==> src/design/rau_pkg.sv <==
package rau_pkg;

  // Width the reduced result must fit; the operand fields stay 32/31 bits.
  localparam int VALUE_WIDTH = 32;

  localparam int NUM_W  = 32;  // numerator field
  localparam int DEN_W  = 31;  // denominator field
  localparam int WIDE_W = 64;  // cross products and gcd words
  localparam int ALU_W  = 65;  // shared add/sub, one guard bit for sign
  localparam int MUL_W  = 33;  // signed multiplier operand

  localparam logic [WIDE_W-1:0] FIT_LIM = WIDE_W'(1) << (VALUE_WIDTH - 1);
  localparam logic [WIDE_W-1:0] FIT_MAX = FIT_LIM - WIDE_W'(1);

  typedef enum logic [2:0] {
    OP_ADD = 3'd0,
    OP_SUB = 3'd1,
    OP_MUL = 3'd2,
    OP_DIV = 3'd3,
    OP_NEG = 3'd4,
    OP_LT  = 3'd5,
    OP_LE  = 3'd6
  } opcode_t;

  typedef enum logic [1:0] {
    ST_OK       = 2'd0,
    ST_DIV_ZERO = 2'd1,
    ST_OVERFLOW = 2'd2
  } status_t;

  typedef struct packed {
    logic signed [MUL_W-1:0] a;
    logic signed [MUL_W-1:0] b;
  } mul_req_t;

  typedef struct packed {
    logic             sub;
    logic [ALU_W-1:0] a;
    logic [ALU_W-1:0] b;
  } alu_req_t;

endpackage

==> src/design/rau_mul.sv <==
module rau_mul (
  input  logic                                   clk,
  input  rau_pkg::mul_req_t                      req,
  output logic signed [2*rau_pkg::MUL_W-1:0]     prod
);

  logic signed [2*rau_pkg::MUL_W-1:0] prod_r;

  // one signed product per cycle, registered
  always_ff @(posedge clk) begin
    prod_r <= $signed(req.a) * $signed(req.b);
  end

  assign prod = prod_r;

endmodule

==> config.mk <==
export PLATFORM = sky130hd
export DESIGN_NAME = rau_mul
export DESIGN_NICKNAME = d
export VERILOG_FILES = /design/src/design/rau_pkg.sv /design/src/design/rau_mul.sv
export SDC_FILE = /design/constraint.sdc
export NUM_CORES = 2
export LEC_CHECK = 0
export BUFFER_PORTS_ARGS = -buffer_cell sky130_fd_sc_hd__buf_2
export CAP_MARGIN = 20
export CORE_MARGIN = 2
export CORE_UTILIZATION = 55
export CTS_CLUSTER_DIAMETER = 40
export CTS_CLUSTER_SIZE = 8
export DETAILED_ROUTE_END_ITERATION = 10
export GPL_TIMING_DRIVEN = 0
export PLACE_DENSITY = 0.82
export SYNTH_ARGS = -nofsm -noshare
export SYNTH_HDL_FRONTEND = slang
export SYNTH_SLANG_ARGS = --single-unit
==> constraint.sdc <==
create_clock -name clk -period 17.65 [get_ports clk]
set_input_delay 2.6475 -clock clk [delete_from_list [all_inputs] [get_ports clk]]
set_output_delay 2.6475 -clock clk [all_outputs]
set_load 0.02 [all_outputs]
Word level (Yosys, flattened, before mapping)
Cells that the tools add are included.

Multipliers: 1.

Operators by type and width (count): $mul 33x33->66 (1).

Flip-flop bits (word level): 66. Bits of input ports: 67. Output and inout bits: 66. Logic and storage cells: 2.

Longest topological paths before layout
Word-level depth: 1. Gate-level depth with buffers: 27. Mapped depth without buffers: 26.

Least setup slack after synthesis
No wires, ideal clock.

Kind: input to register. Start: input req[65] (netlist name). End: register prod_r (netlist bit prod[62]). Setup time: 79 ps. Data arrival time: 9805 ps. Data required time: 17571 ps. Path slack: 7766 ps. Stages on the path: 23. Path buffers: 2. Cells stage by stage: clkbuf_1 -> nand2_1 -> inv_1 -> fa_1 -> fa_1 -> fa_1 -> fa_1 -> fa_1 -> fa_1 -> fa_1 -> inv_1 -> fa_1 -> inv_1 -> ha_1 -> clkbuf_1 -> and3_1 -> nand3_1 -> nand2b_1 -> a2111oi_4 -> a211oi_4 -> a21o_2 -> a21o_1 -> a211oi_2.

Word-level cells in the longest chain between the ends: 1.

RTL lines: start, declared (line rau_mul.sv:3) `input rau_pkg::mul_req_t req,`; $mul 33x33->66 (line rau_mul.sv:11) `prod_r <= $signed(req.a) * $signed(req.b);`; end signal, assigned (line rau_mul.sv:11); end, declared (line rau_mul.sv:7) `logic signed [2*rau_pkg::MUL_W-1:0] prod_r;`.

Every way passes these cells.

Worst setup path in the final report
Start: input req[65] (netlist name). End: register prod_r (netlist bit prod[58]).

Same word-level chain as after synthesis.

==> flow_summary.toml <==
[floorplanning]
die-area_um2 = 76300
core.rowCount = 99
start_util_pct = 55.7
die_y_um = 276
fp.dieW_um = 276
design.core.area_um2 = 73100
ios = 133

[critical_path]
cp_max_fo = 10
path_class = "in -> reg"
required_ns = 17.94
worstPathArrival_ns = 11.66
startpoint = "req[65]"
cp-end-kind = "flip-flop"
crit_path_start_kind = "input port"
endpoint = "prod[58]"

[global_route]
antenna_found_initial = 24
grt_max_degree = 19
grt_pass1_vias = 33800
track_usage_pct = 37.5
grt_first_pass_wirelength_mm = 207
grt_overflow = 0

[layout]
layout_commonest_cell = "fa_1"
areaGrowthSynthToFinish_pct = 5.67
largest_register_ff_count = 66
drive_gt1_share_pct = 4.48
layout.nets = 5914
multi_input_area_um2 = 34300
utilization_pct = 58.9
fillCellCount = 6163
final_cell_mix = "fa_1, inv_1, and2_1, nand2_1, ha_1"
seqCellArea_um2 = 1320

[yosys]
synth_area_um2 = 40700
synth_nets = 5767
syn_area_per_cell_um2 = 9.39
synthFlopType = "dfxtp_1"
synth-seq-cells = 66
synth_top_area_share_pct = 56.3
ys_async_sr_fraction_pct = 0
synthCells = 4338
yosys-top-cells-area = "fa_1, inv_1, and2_1"
yosys.area.top_type = "fa_1"
synth-edff-count = 0
yosysWarnings = 0
yosysSeqAreaShare_pct = 3.24
yosys.cell_types.count = 80

[cts]
post_cts_buffers = 0
cts_resized = 0
holdBufCountCts = 0
cts_tree = "done"
cts_buffers = 9
cts_sinks = 66
htreeDepth = 3
cts_root_buf = "clkbuf_16"
cts.path.max_buffers = 2
cts.reportedPaths.clkPinSlew_ns = 0.08

[timing]
post-route-min-period_ns = 11.37
setup_tns_ns = 0
max_freq_mhz = 88.0
grt_setup_unrepaired = "no"
slew_viol_final = 0
hold_violations = 0
setup_viol = 0
tightest_slew_ns = 1.25
fin_crit_sh_pct = 64.4
relSlewSlack_pct = 16.8
finalWorstSetupSlack_ns = 6.28

[placed_design]
dp_slack_ns = 5.92
place_congestion = 1.08
dp_hpwl_mm = 118
io_buffers = 132

[min_path]
hp-class = "in -> reg"
hold_depth = 2

[drt]
post_drt_wl_per_cell_um = 25.4
wirelength_mm = 139
drt_pre_antenna_iters = 8
ant_nets = 0
num_vias = 31600
drcViolationCount = 0
drt_iter0_markers = 3404
vias_per_cell = 5.79

[flow_run]
max-cap-violations = 0

[run_status]
status = "finished clean"
## stage by stage
step / hold WS, ns / std cells / instance area [um2]
2_1_floorplan: 2.77 / 4338 / 40700
3_5_place_dp: 3.06 / 5432 / 42700
4_1_cts: 2.71 / 5448 / 43000
3_3_place_gp: 3.06 / 5429 / 42600
5_1_grt: 2.72 / 5455 / 43000
6_report: 2.75 / 5464 / 43000
## routing by layer
layer / global-route usage (%) / routed length (um)
met2: 56.9 / 61600
met4: 29.1 / 13400
met3: 9.92 / 17200
met5: 0 / 71
met1: 45.8 / 46400
## synth_stat cells, drive strengths merged (6+ instances only)
cell / instances
nand4: 12
buf: 13
nor2: 68
dfxtp: 66
a21oi: 61
nand2: 551
clkbuf: 208
and2: 563
a31oi: 9
inv: 1131
and3: 6
nand2b: 12
o31ai: 7
o21bai: 11
o21ai: 33
a211oi: 11
ha: 217
a211o: 6
nor3: 7
xnor2: 43
o21a: 6
a21o: 38
fa: 1145
nand3: 26
xor2: 25
## layout make-up
| cell class | count | share of cell area (%) |
|---|---|---|
| Multi-Input combinational cell | 2920 | 79.7 |
| Inverter | 1131 | 9.86 |
| Sequential cell | 66 | 3.07 |
| Tap cell | 959 | 2.79 |
| Buffer | 221 | 1.98 |
| Timing Repair Buffer | 136 | 1.73 |
| Clock buffer | 9 | 0.523 |
| Clock inverter | 7 | 0.233 |
| Antenna cell | 15 | 0.0872 |
## worst min path at each step
stage                        start  endpoint  slack, ns
after global placement    prod[29]  prod[29]       3.06
after global routing       req[33]   prod[0]       2.72
final                      req[33]   prod[0]       2.75
after floorplan            req[33]   prod[0]       2.77
after detailed placement  prod[30]  prod[30]       3.06
after CTS                  req[33]   prod[0]       2.71
## cells by family (layout without fill, tap and decap cells)
logic type | Yosys count | in the layout | synth area share (%)
buffers and inverters | 1352 | 1504 | 12.5
adder cells (fa/ha/maj) | 1362 | 1362 | 62.9
flip-flops | 66 | 66 | 3.24
other | 0 | 15 | 0
XOR/XNOR | 68 | 68 | 1.46
AO/OA/AOI/OAI | 219 | 219 | 4.07
AND/OR/NAND/NOR | 1271 | 1271 | 15.8
## worst max-delay path, stage by stage
cell       delay (ns)
buf_2            0.24
clkbuf_1         0.84
nand2_1          0.20
inv_1            0.19
fa_1             0.50
fa_1             0.57
fa_1             0.90
inv_1            0.22
fa_1             0.64
fa_1             0.48
fa_1             0.57
fa_1             0.42
fa_1             0.49
inv_1            0.04
ha_1             0.25
buf_2            0.21
and4_1           0.20
buf_2            0.17
nand3_1          0.18
nand2b_1         0.32
a2111oi_4        0.38
a211oi_4         0.13
a21oi_2          0.39
nor4b_2          0.10
a311oi_1         0.32
Power is left out: the tool's default activity adds up to more than one toggle a clock period on the data nets, which glitch-free logic cannot reach.
