**config.mk**
```make
export PLATFORM = sky130hd
export DESIGN_NAME = rau_alu
export DESIGN_NICKNAME = d
export VERILOG_FILES = /design/src/design/rau_pkg.sv /design/src/design/rau_alu.sv
export SDC_FILE = /design/constraint.sdc
export NUM_CORES = 1
export LEC_CHECK = 0
export BUFFER_PORTS_ARGS = -buffer_cell sky130_fd_sc_hd__buf_2
export CAP_MARGIN = 20
export CORE_ASPECT_RATIO = 1.25
export CORE_UTILIZATION = 35
export DETAILED_ROUTE_END_ITERATION = 8
export PLACE_DENSITY = 0.69
export SYNTH_ARGS = -nofsm -noshare
export SYNTH_HDL_FRONTEND = slang
export SYNTH_SLANG_ARGS = --single-unit
```
**constraint.sdc**
```tcl
create_clock -name vclk -period 4.5
set_input_delay 0.9 -clock vclk [all_inputs]
set_output_delay 0.9 -clock vclk [all_outputs]
set_load 0.05 [all_outputs]
```
**src/design/rau_pkg.sv**
```systemverilog
package rau_pkg;

  // Width the reduced result must fit; the operand fields stay 32/31 bits.
  localparam int VALUE_WIDTH = 32;

  localparam int NUM_W  = 32;  // numerator field
  localparam int DEN_W  = 31;  // denominator field
  localparam int WIDE_W = 64;  // cross products and gcd words
  localparam int ALU_W  = 65;  // shared add/sub, one guard bit for sign
  localparam int MUL_W  = 33;  // signed multiplier operand

  localparam logic [WIDE_W-1:0] FIT_LIM = WIDE_W'(1) << (VALUE_WIDTH - 1);
  localparam logic [WIDE_W-1:0] FIT_MAX = FIT_LIM - WIDE_W'(1);

  typedef enum logic [2:0] {
    OP_ADD = 3'd0,
    OP_SUB = 3'd1,
    OP_MUL = 3'd2,
    OP_DIV = 3'd3,
    OP_NEG = 3'd4,
    OP_LT  = 3'd5,
    OP_LE  = 3'd6
  } opcode_t;

  typedef enum logic [1:0] {
    ST_OK       = 2'd0,
    ST_DIV_ZERO = 2'd1,
    ST_OVERFLOW = 2'd2
  } status_t;

  typedef struct packed {
    logic signed [MUL_W-1:0] a;
    logic signed [MUL_W-1:0] b;
  } mul_req_t;

  typedef struct packed {
    logic             sub;
    logic [ALU_W-1:0] a;
    logic [ALU_W-1:0] b;
  } alu_req_t;

endpackage

```
**src/design/rau_alu.sv**
```systemverilog
module rau_alu (
  input  rau_pkg::alu_req_t             req,
  output logic [rau_pkg::ALU_W-1:0]     res
);

  logic [rau_pkg::ALU_W-1:0] b_eff;

  // a + b or a - b; bit 64 is the sign of the result
  assign b_eff = req.sub ? ~req.b : req.b;
  assign res   = req.a + b_eff + rau_pkg::ALU_W'(req.sub);

endmodule

```
; Word level (Yosys, flattened, before mapping)
; Cells that the tools add are included.
; Widths: inputs -> output; s select.
[op_classes]
add_sub_neg = 2
n_mux = 1
bitwise_logic = 1
[ops]
columns = op, count
row1 = $add 65x1->65, 1
row2 = $add 65x65->65, 1
row3 = $mux 65, 1
row4 = $not 65->65, 1
[word_totals]
regBits = 0
output_inout_bits = 65

; Logic depth before layout (Yosys ltp)
; Gate-level depths: netlist (run 1).
[logic_depth]
ltp_word = 4
ltp_mapped = 14

; Worst setup path before layout (run 1)
; OpenSTA, ideal clock, no wires.
[synth_path]
path_type = input port to output port
startpoint = in req[130] (netlist bit)
endpoint = out res[41] (netlist bit)
arrival_time_ps = 4577
t_required_ps = 3600
setup_slack_ps = -977
path_stages = 13
n_path_buf = 2
cell_sequence = clkbuf_1 > clkbuf_1 > xor2_1 > ha_1 > a21o_1 > a221o_1 > a21oi_2 > o31ai_4 > a311oi_1 > o21bai_1 > a21oi_1 > o21bai_1 > xnor2_1
[synth_via]
elab_chain_len = 3
[synth_rtl]
columns = item, line_no
row1 = start: declaration, rau_alu.sv:2  ; input rau_pkg::alu_req_t req,
row2 = $mux 65, rau_alu.sv:9  ; assign b_eff = req.sub ? ~req.b : req.b;
row3 = $add 65x65->65, rau_alu.sv:10  ; assign res = req.a + b_eff + rau_pkg::ALU_W'(req.sub);
row4 = $add 65x1->65 (*), rau_alu.sv:10
row5 = end: declaration, rau_alu.sv:3  ; output logic [rau_pkg::ALU_W-1:0] res
; Mark *: on every way between the ends. The rest lies on a longest branch, timed or not.

; Worst setup path in the final report (run 1)
[layout_path]
startpoint = in req[130] (netlist bit)
endpoint = out res[46] (netlist bit)
; The elaborated chain is that of the path after synthesis.

==> run summary, run 1 <==
The number of nets at the end of the flow is 1255. The actual transition at the worst max-transition pin came out at 0.5099 ns. Entering global routing, the biggest net connects 21 pins. The number of routed nets with antenna violations is 0.

The leakage power of the design is 4.369 nW. The number of standard cells after synthesis is 647. The net switching power of the design came out at 1.777 mW. The HPWL after detailed placement is 14530 µm. The maximum operating frequency came out at 208.4 MHz. The internal power came out at 1.255 mW. The critical path data required time came out at 3.60 ns. The total count of max-transition violations in the final report is 0. Counting the clock-network buffers in the layout gives 0. The final RePlAce weighted congestion came out at 0.8974.

The total routing usage reported by global routing came out at 27.27%. Setup violations remaining at the end of the flow were counted as 34. The pre-antenna-repair detailed-routing pass consisted of 5 iterations. The area taken by flip-flops and latches came out at 0 µm². Of the total power, registers draw 0%. The tightest hold path in the finished design has a slack of 2.168 ns.

The clock share of power is 0%. The area enclosed by the die boundary is 0.01325 mm². The layout overhead on the synthesized area is 103.2%. The max-cap check violation count came out at 0. The count of unique library cells instantiated by Yosys is 63. The share of the cycle needed by the critical path after routing is 106.6%.

The wire length of the first global-routing pass is 29210 µm. The number of hold violations in the final report is 0. The final route contains 6841 vias. The total core area is 0.01233 mm².

The initial antenna violation count is 0. The die width is 103.2 µm. The total standard cell area after synthesis came out at 0.004477 mm². The average instance area after synthesis came out at 6.919 µm².

The via-per-instance ratio came out at 5.598. Setup repair after global routing could not meet its margin everywhere. The detailed router finished its first iteration with 345 violations. The initial core utilization is 36.31%. The total detailed-routing wirelength came out at 21660 µm. The most common cell after layout, fill and taps aside is buf_4.

The count of synthesis-stage warnings from yosys came out at 0. The count of input and output buffers is 196. The worst setup path is captured at an output pin.

The post-synthesis sequential area ratio came out at 0%. The arrival time of the worst setup path is 3.90 ns. The shortest clock period the worst path allows after layout came out at 4.798 ns. The max-slew headroom at the worst pin is 65.84%. The number of antenna cells inserted is 0. The fraction of power spent switching nets is 58.61%. The checks that failed: negative setup slack. For this design the ratio of total power to cell area is 333.2 mW/mm². The number of nets in the synthesized netlist is 842.

The worst setup path is of the input port to output pin kind. The detailed-route wire length per cell is 17.73 µm. The largest voltage drop on the vdd net is 0.2761 mV. The total congestion overflow came out at 0. In this run the worst path has a maximum fanout of 7. The floorplan has 45 rows. The flow ran to the end, but the final reports show violations. The number of remaining DRC errors is 0. The hold buffer count at cts came out at 0. The launching element type of the critical path is an input port. The via count of the first global-routing pass came out at 6613. The worst hold path stage count came out at 3.

In the layout the commonest cells are buf_4 (228), buf_2 (154), xor2_1 (70). The y dimension of the die is 128.4 µm. The worst hold path belongs to the class input port to output pin. The setup slack after layout came out at -0.2978 ns. The combinational share of power is 100.0%. The setup TNS came out at -3.965 ns. The number of flip-flops and latches came out at 0. The total I/O pin count came out at 196. Cells with a size suffix above 1 make up 58.60% of the layout.
## metal layers
metal	vias up	track usage, %	part of all wire (%)
li1	3160	-	-
met1	3240	30.43	36
met2	350	53.69	54
met3	91	1.412	5.3
met4	0	8.782	4.4
met5	-	0	0
## path summary, 6_finish.rpt
path	from	end	slack, ns
hold / removal	req[65]	res[0]	2.17
setup / recovery	req[130]	res[46]	-0.30
## through the flow
step / util (%) / cell area [µm²] / power (mW) / cells / setup slack [ns]
6_report: 73.77 / 9096 / 3.031 / 1222 / -0.2978
3_5_place_dp: 61.95 / 7639 / 2.455 / 1184 / -0.4076
5_1_grt: 73.77 / 9096 / 3.172 / 1222 / -0.3746
4_1_cts: 68.39 / 8433 / 2.739 / 1206 / -0.2094
3_3_place_gp: 61.95 / 7639 / 2.441 / 1184 / -0.3704
2_1_floorplan: - / 5082 / 1.668 / 647 / -0.1904
## kinds of logic after synthesis
family / count (synthesis) / share of synthesized area, %
and+or+nand+nor: 172 / 18.75
buffers and inverters: 56 / 5.115
AOI/OAI and AO/OA: 225 / 32.62
xor gates and xnor gates: 129 / 25.24
muxes: 1 / 0.2236
adders and majority gates: 64 / 18.05
## power by group through the flow
stage / Combinational (mW) / Clock [mW] / Sequential [mW]
final: 3.03 / 0 / 0
after global routing: 3.17 / 0 / 0
after CTS: 2.74 / 0 / 0
after detailed placement: 2.45 / 0 / 0
after global placement: 2.44 / 0 / 0
after floorplan: 1.67 / 0 / 0
## worst max-delay path, stage by stage
cell	delay [ns]
buf_12	0.14
buf_16	0.15
xor2_1	0.16
ha_1	0.36
buf_6	0.12
a21oi_4	0.06
buf_6	0.12
a21oi_1	0.25
a22oi_2	0.17
and3_4	0.21
a21o_4	0.23
buf_4	0.14
buf_6	0.12
nor2_4	0.09
nor2_2	0.06
o21ai_2	0.20
xor2_2	0.22
buf_6	0.19
## what timing repair did
item,4_1_cts,5_1_grt
resized for setup,150,130
pin swaps,62,53
gates cloned,3,0
endpoints found under the setup margin,38,44
setup buffers,19,18
## layout make-up
cell class                 instances  area (µm²)
multi-input combinational        591        5512
inverter                          19       71.32
timing repair buffer             448        3308
fill                             858        3234
tap                              164       205.2
## Yosys cell counts, drive strengths merged, types with 2 or more instances
master / instances / area share (%)
a221oi: 5 / 1.5
inv: 19 / 1.6
nor3: 4 / 0.56
nand2: 52 / 4.4
ha: 63 / 18
o21ai: 51 / 5.8
nand3: 14 / 1.6
nand4: 21 / 2.9
o31ai: 4 / 0.98
o21bai: 13 / 2.2
a31oi: 11 / 1.7
o211ai: 5 / 0.84
nor4: 3 / 0.42
and3: 7 / 0.98
a311oi: 3 / 0.59
a21boi: 6 / 1.0
o21a: 3 / 0.50
buf: 14 / 1.5
a21o: 26 / 4.4
xnor2: 36 / 7.0
o41ai: 3 / 0.75
xor2: 93 / 18
or4: 4 / 0.67
nor2b: 8 / 1.1
a21oi: 79 / 8.9
and2: 4 / 0.56
a22oi: 2 / 0.34
a211oi: 3 / 0.61
nand2b: 8 / 1.1
clkbuf: 23 / 2.0
nor2: 42 / 3.5
Power figures use the tool's default switching activity.
==> run 2: changes to the inputs <==
- PLACE_DENSITY: 0.69 -> 0.67
- clock period: 4.5 -> 4.6 ns (I/O delays scaled with it)
==> run 2 against run 1 <==
  * The flow still finishes with violations (negative setup slack)
  * Clock-buffer cell count unchanged
  * Core utilization fell by 2.4 points
  * Flip-flop and latch count unchanged
  * Cell count is 1.4% lower
  * Power down 7.2%
  * Via count shrank 5.6%
  * Critical path depth decreased by 3
  * Worst setup slack gained 0.17 ns
  * First-iteration DRC count fell by 13%
  * Die area unchanged
  * Critical path type unchanged
  * Critical endpoint is now res[60]
==> run summary, run 2 (synthesis gave the netlist of run 1 again) <==
The total detailed-routing wirelength is 19410 µm (was 21660 µm). The number of remaining DRC errors is 0 (unchanged). The die width is 103.2 µm (unchanged). The number of placed instances, taps included was 1175 (was 1184). The max-slew headroom at the worst pin was 62.86% (was 65.84%).

The placement row count came out at 45 (unchanged). The share of final-layout standard cells stronger than drive strength 1 is 56.48% (was 58.60%). The power density normalized to cell area is 319.7 mW/mm² (was 333.2 mW/mm²). Result of the run: finished with violations (unchanged). The total half-perimeter wirelength after legalization and detailed placement came out at 14480 µm (was 14530 µm). The count of placed standard cells in the final layout, fillers left out is 1205 (was 1222). The actual transition at the worst max-transition pin is 0.5513 ns (was 0.5099 ns). The violation count after the first detailed-routing iteration came out at 299 (was 345).

The number of clock-tree buffers in the layout is 0 (unchanged). The number of flip-flops and latches is 0 (unchanged). The endpoint type of the worst setup path is an output pin (unchanged). The largest voltage drop on the vdd net was 0.2367 mV (was 0.2761 mV).

The count of input and output buffers is 196 (unchanged). After layout, the minimum clock period comes to 4.728 ns. The hold buffer count at cts is 0 (unchanged). The maximum operating frequency is 211.5 MHz. The most common cell after layout, fill and taps aside was buf_4 (unchanged). The leakage power of the design came out at 4.252 nW (was 4.369 nW).

The total congestion overflow came out at 0 (unchanged). The number of hold violations in the final report came out at 0 (unchanged). The number of routed nets with antenna violations is 0 (unchanged). The number of search-and-repair iterations in the first detailed-routing pass came out at 5 (unchanged). The wire length of the first global-routing pass came to 28390 µm (was 29210 µm).

The pin count of the biggest net entering global routing was 11 (was 21). The layout filler cell count came out at 957 (was 858). The arrival time of the worst setup path is 3.81 ns (was 3.90 ns). The initial core utilization came out at 36.31% (unchanged). Most frequent cells in the layout: buf_4 (215), buf_2 (158), xor2_1 (74) (was buf_4 (228), buf_2 (154), xor2_1 (70)). The number of nets at the end of the flow is 1238 (was 1255). The maximum fanout along the worst path is 8 (was 7). The via count of the routed design is 6458 (was 6841). The via-per-instance ratio came out at 5.359 (was 5.598). The total core area came to 0.01233 mm² (unchanged). The area taken by flip-flops and latches was 0 µm² (unchanged). The setup slack after layout is -0.1282 ns (was -0.2978 ns).

The launching element type of the critical path is an input port (unchanged). The total I/O pin count is 196 (unchanged). The final-report setup violation count came out at 10 (was 34). The total power draw came out at 2.812 mW (was 3.031 mW). The initial antenna violation count is 0 (unchanged).

The total routing usage reported by global routing came out at 26.42% (was 27.27%). The utilization of the core after routing is 71.32% (was 73.77%). The number of antenna cells inserted is 0 (unchanged). The detailed-route wire length per cell is 16.10 µm (was 17.73 µm). The via count of the first global-routing pass is 6271 (was 6613). The share of the cycle needed by the critical path after routing is 102.8%. The y dimension of the die came out at 128.4 µm (unchanged). The path class of the lowest-slack min-delay path is input port to output pin (unchanged).

The type of the worst setup path was input port to output pin (unchanged). Failing checks: negative setup slack (unchanged). The area enclosed by the die boundary was 0.01325 mm² (unchanged).

The layout overhead on the synthesized area was 96.45% (was 103.2%). The total count of max-transition violations in the final report is 0 (unchanged). The max-cap check violation count came to 0 (unchanged). The critical path data required time came out at 3.68 ns (was 3.60 ns). The cell area after layout is 0.008795 mm² (was 0.009096 mm²). The final RePlAce weighted congestion was 0.9029 (was 0.8974).

The total placed instance area is 0.007577 mm² (was 0.007639 mm²). Unrepaired setup endpoints after global routing: yes (unchanged). The setup TNS is -0.4767 ns (was -3.965 ns).
[run 2: cell types whose count changed in the layout (fill, tap and decap cells not counted), sizes merged]
cell / delta
clkbuf: +5
buf: -22
[run 2: cell type report]
| cell class | count | area (µm²) | area share (%) |
|---|---|---|---|
| inverters | 19 | 71.32 | 0.8109 |
| multi-input cells | 591 | 5341 | 60.73 |
| well taps | 164 | 205.2 | 2.333 |
| repair buffers | 431 | 3177 | 36.12 |
[run 2: stage by stage]
| step | setup slack, ns | hold slack, ns |
|---|---|---|
| final | -0.1282 | 2.199 |
| after detailed placement | -0.3644 | 2.202 |
| after floorplan | -0.1330 | 2.108 |
| after CTS | -0.1107 | 2.203 |
| after global routing | -0.2202 | 2.209 |
| after global placement | -0.3289 | 2.203 |
[run 2: per-layer routing]
metal  global-route usage, %  share of wire (%)
met1                   29.98                 39
met2                   52.43                 55
met3                   1.412                3.9
met4                   6.297                2.2
met5                       0                  0
[run 2: path summary, 6_finish.rpt]
kind / start / end / slack, ns / cells past startpoint
setup / recovery: req[130] / res[60] / -0.13 / 15
hold / removal: req[65] / res[0] / 2.20 / 3
[run 2: worst max-delay path: stages]
cell and delay, ns:
buf_16 0.13, buf_12 0.15, buf_8 0.13, xor2_1 0.16
ha_1 0.32, a21o_1 0.19, a211oi_1 0.33, buf_4 0.18
nand4b_1 0.14, a311oi_4 0.30, nor3_2 0.09, a211oi_2 0.25
o21ai_2 0.14, xor2_4 0.18, buf_6 0.17
[run 2: power breakdown]
group / leakage [nW] / switching (mW) / internal, mW
clock: 0 / 0 / 0
sequential: 0 / 0 / 0
combinational: 4.25 / 1.65 / 1.16
total: 4.25 / 1.65 / 1.16
[run 2: what timing repair did]
| item | CTS | global route |
|---|---|---|
| pin swaps | 76 | 51 |
| cloned | 3 | 2 |
| setup endpoints to repair | 37 | 40 |
| hold endpoints to repair | 0 | 0 |
| gates resized for setup | 110 | 112 |
| buffers inserted | 14 | 14 |
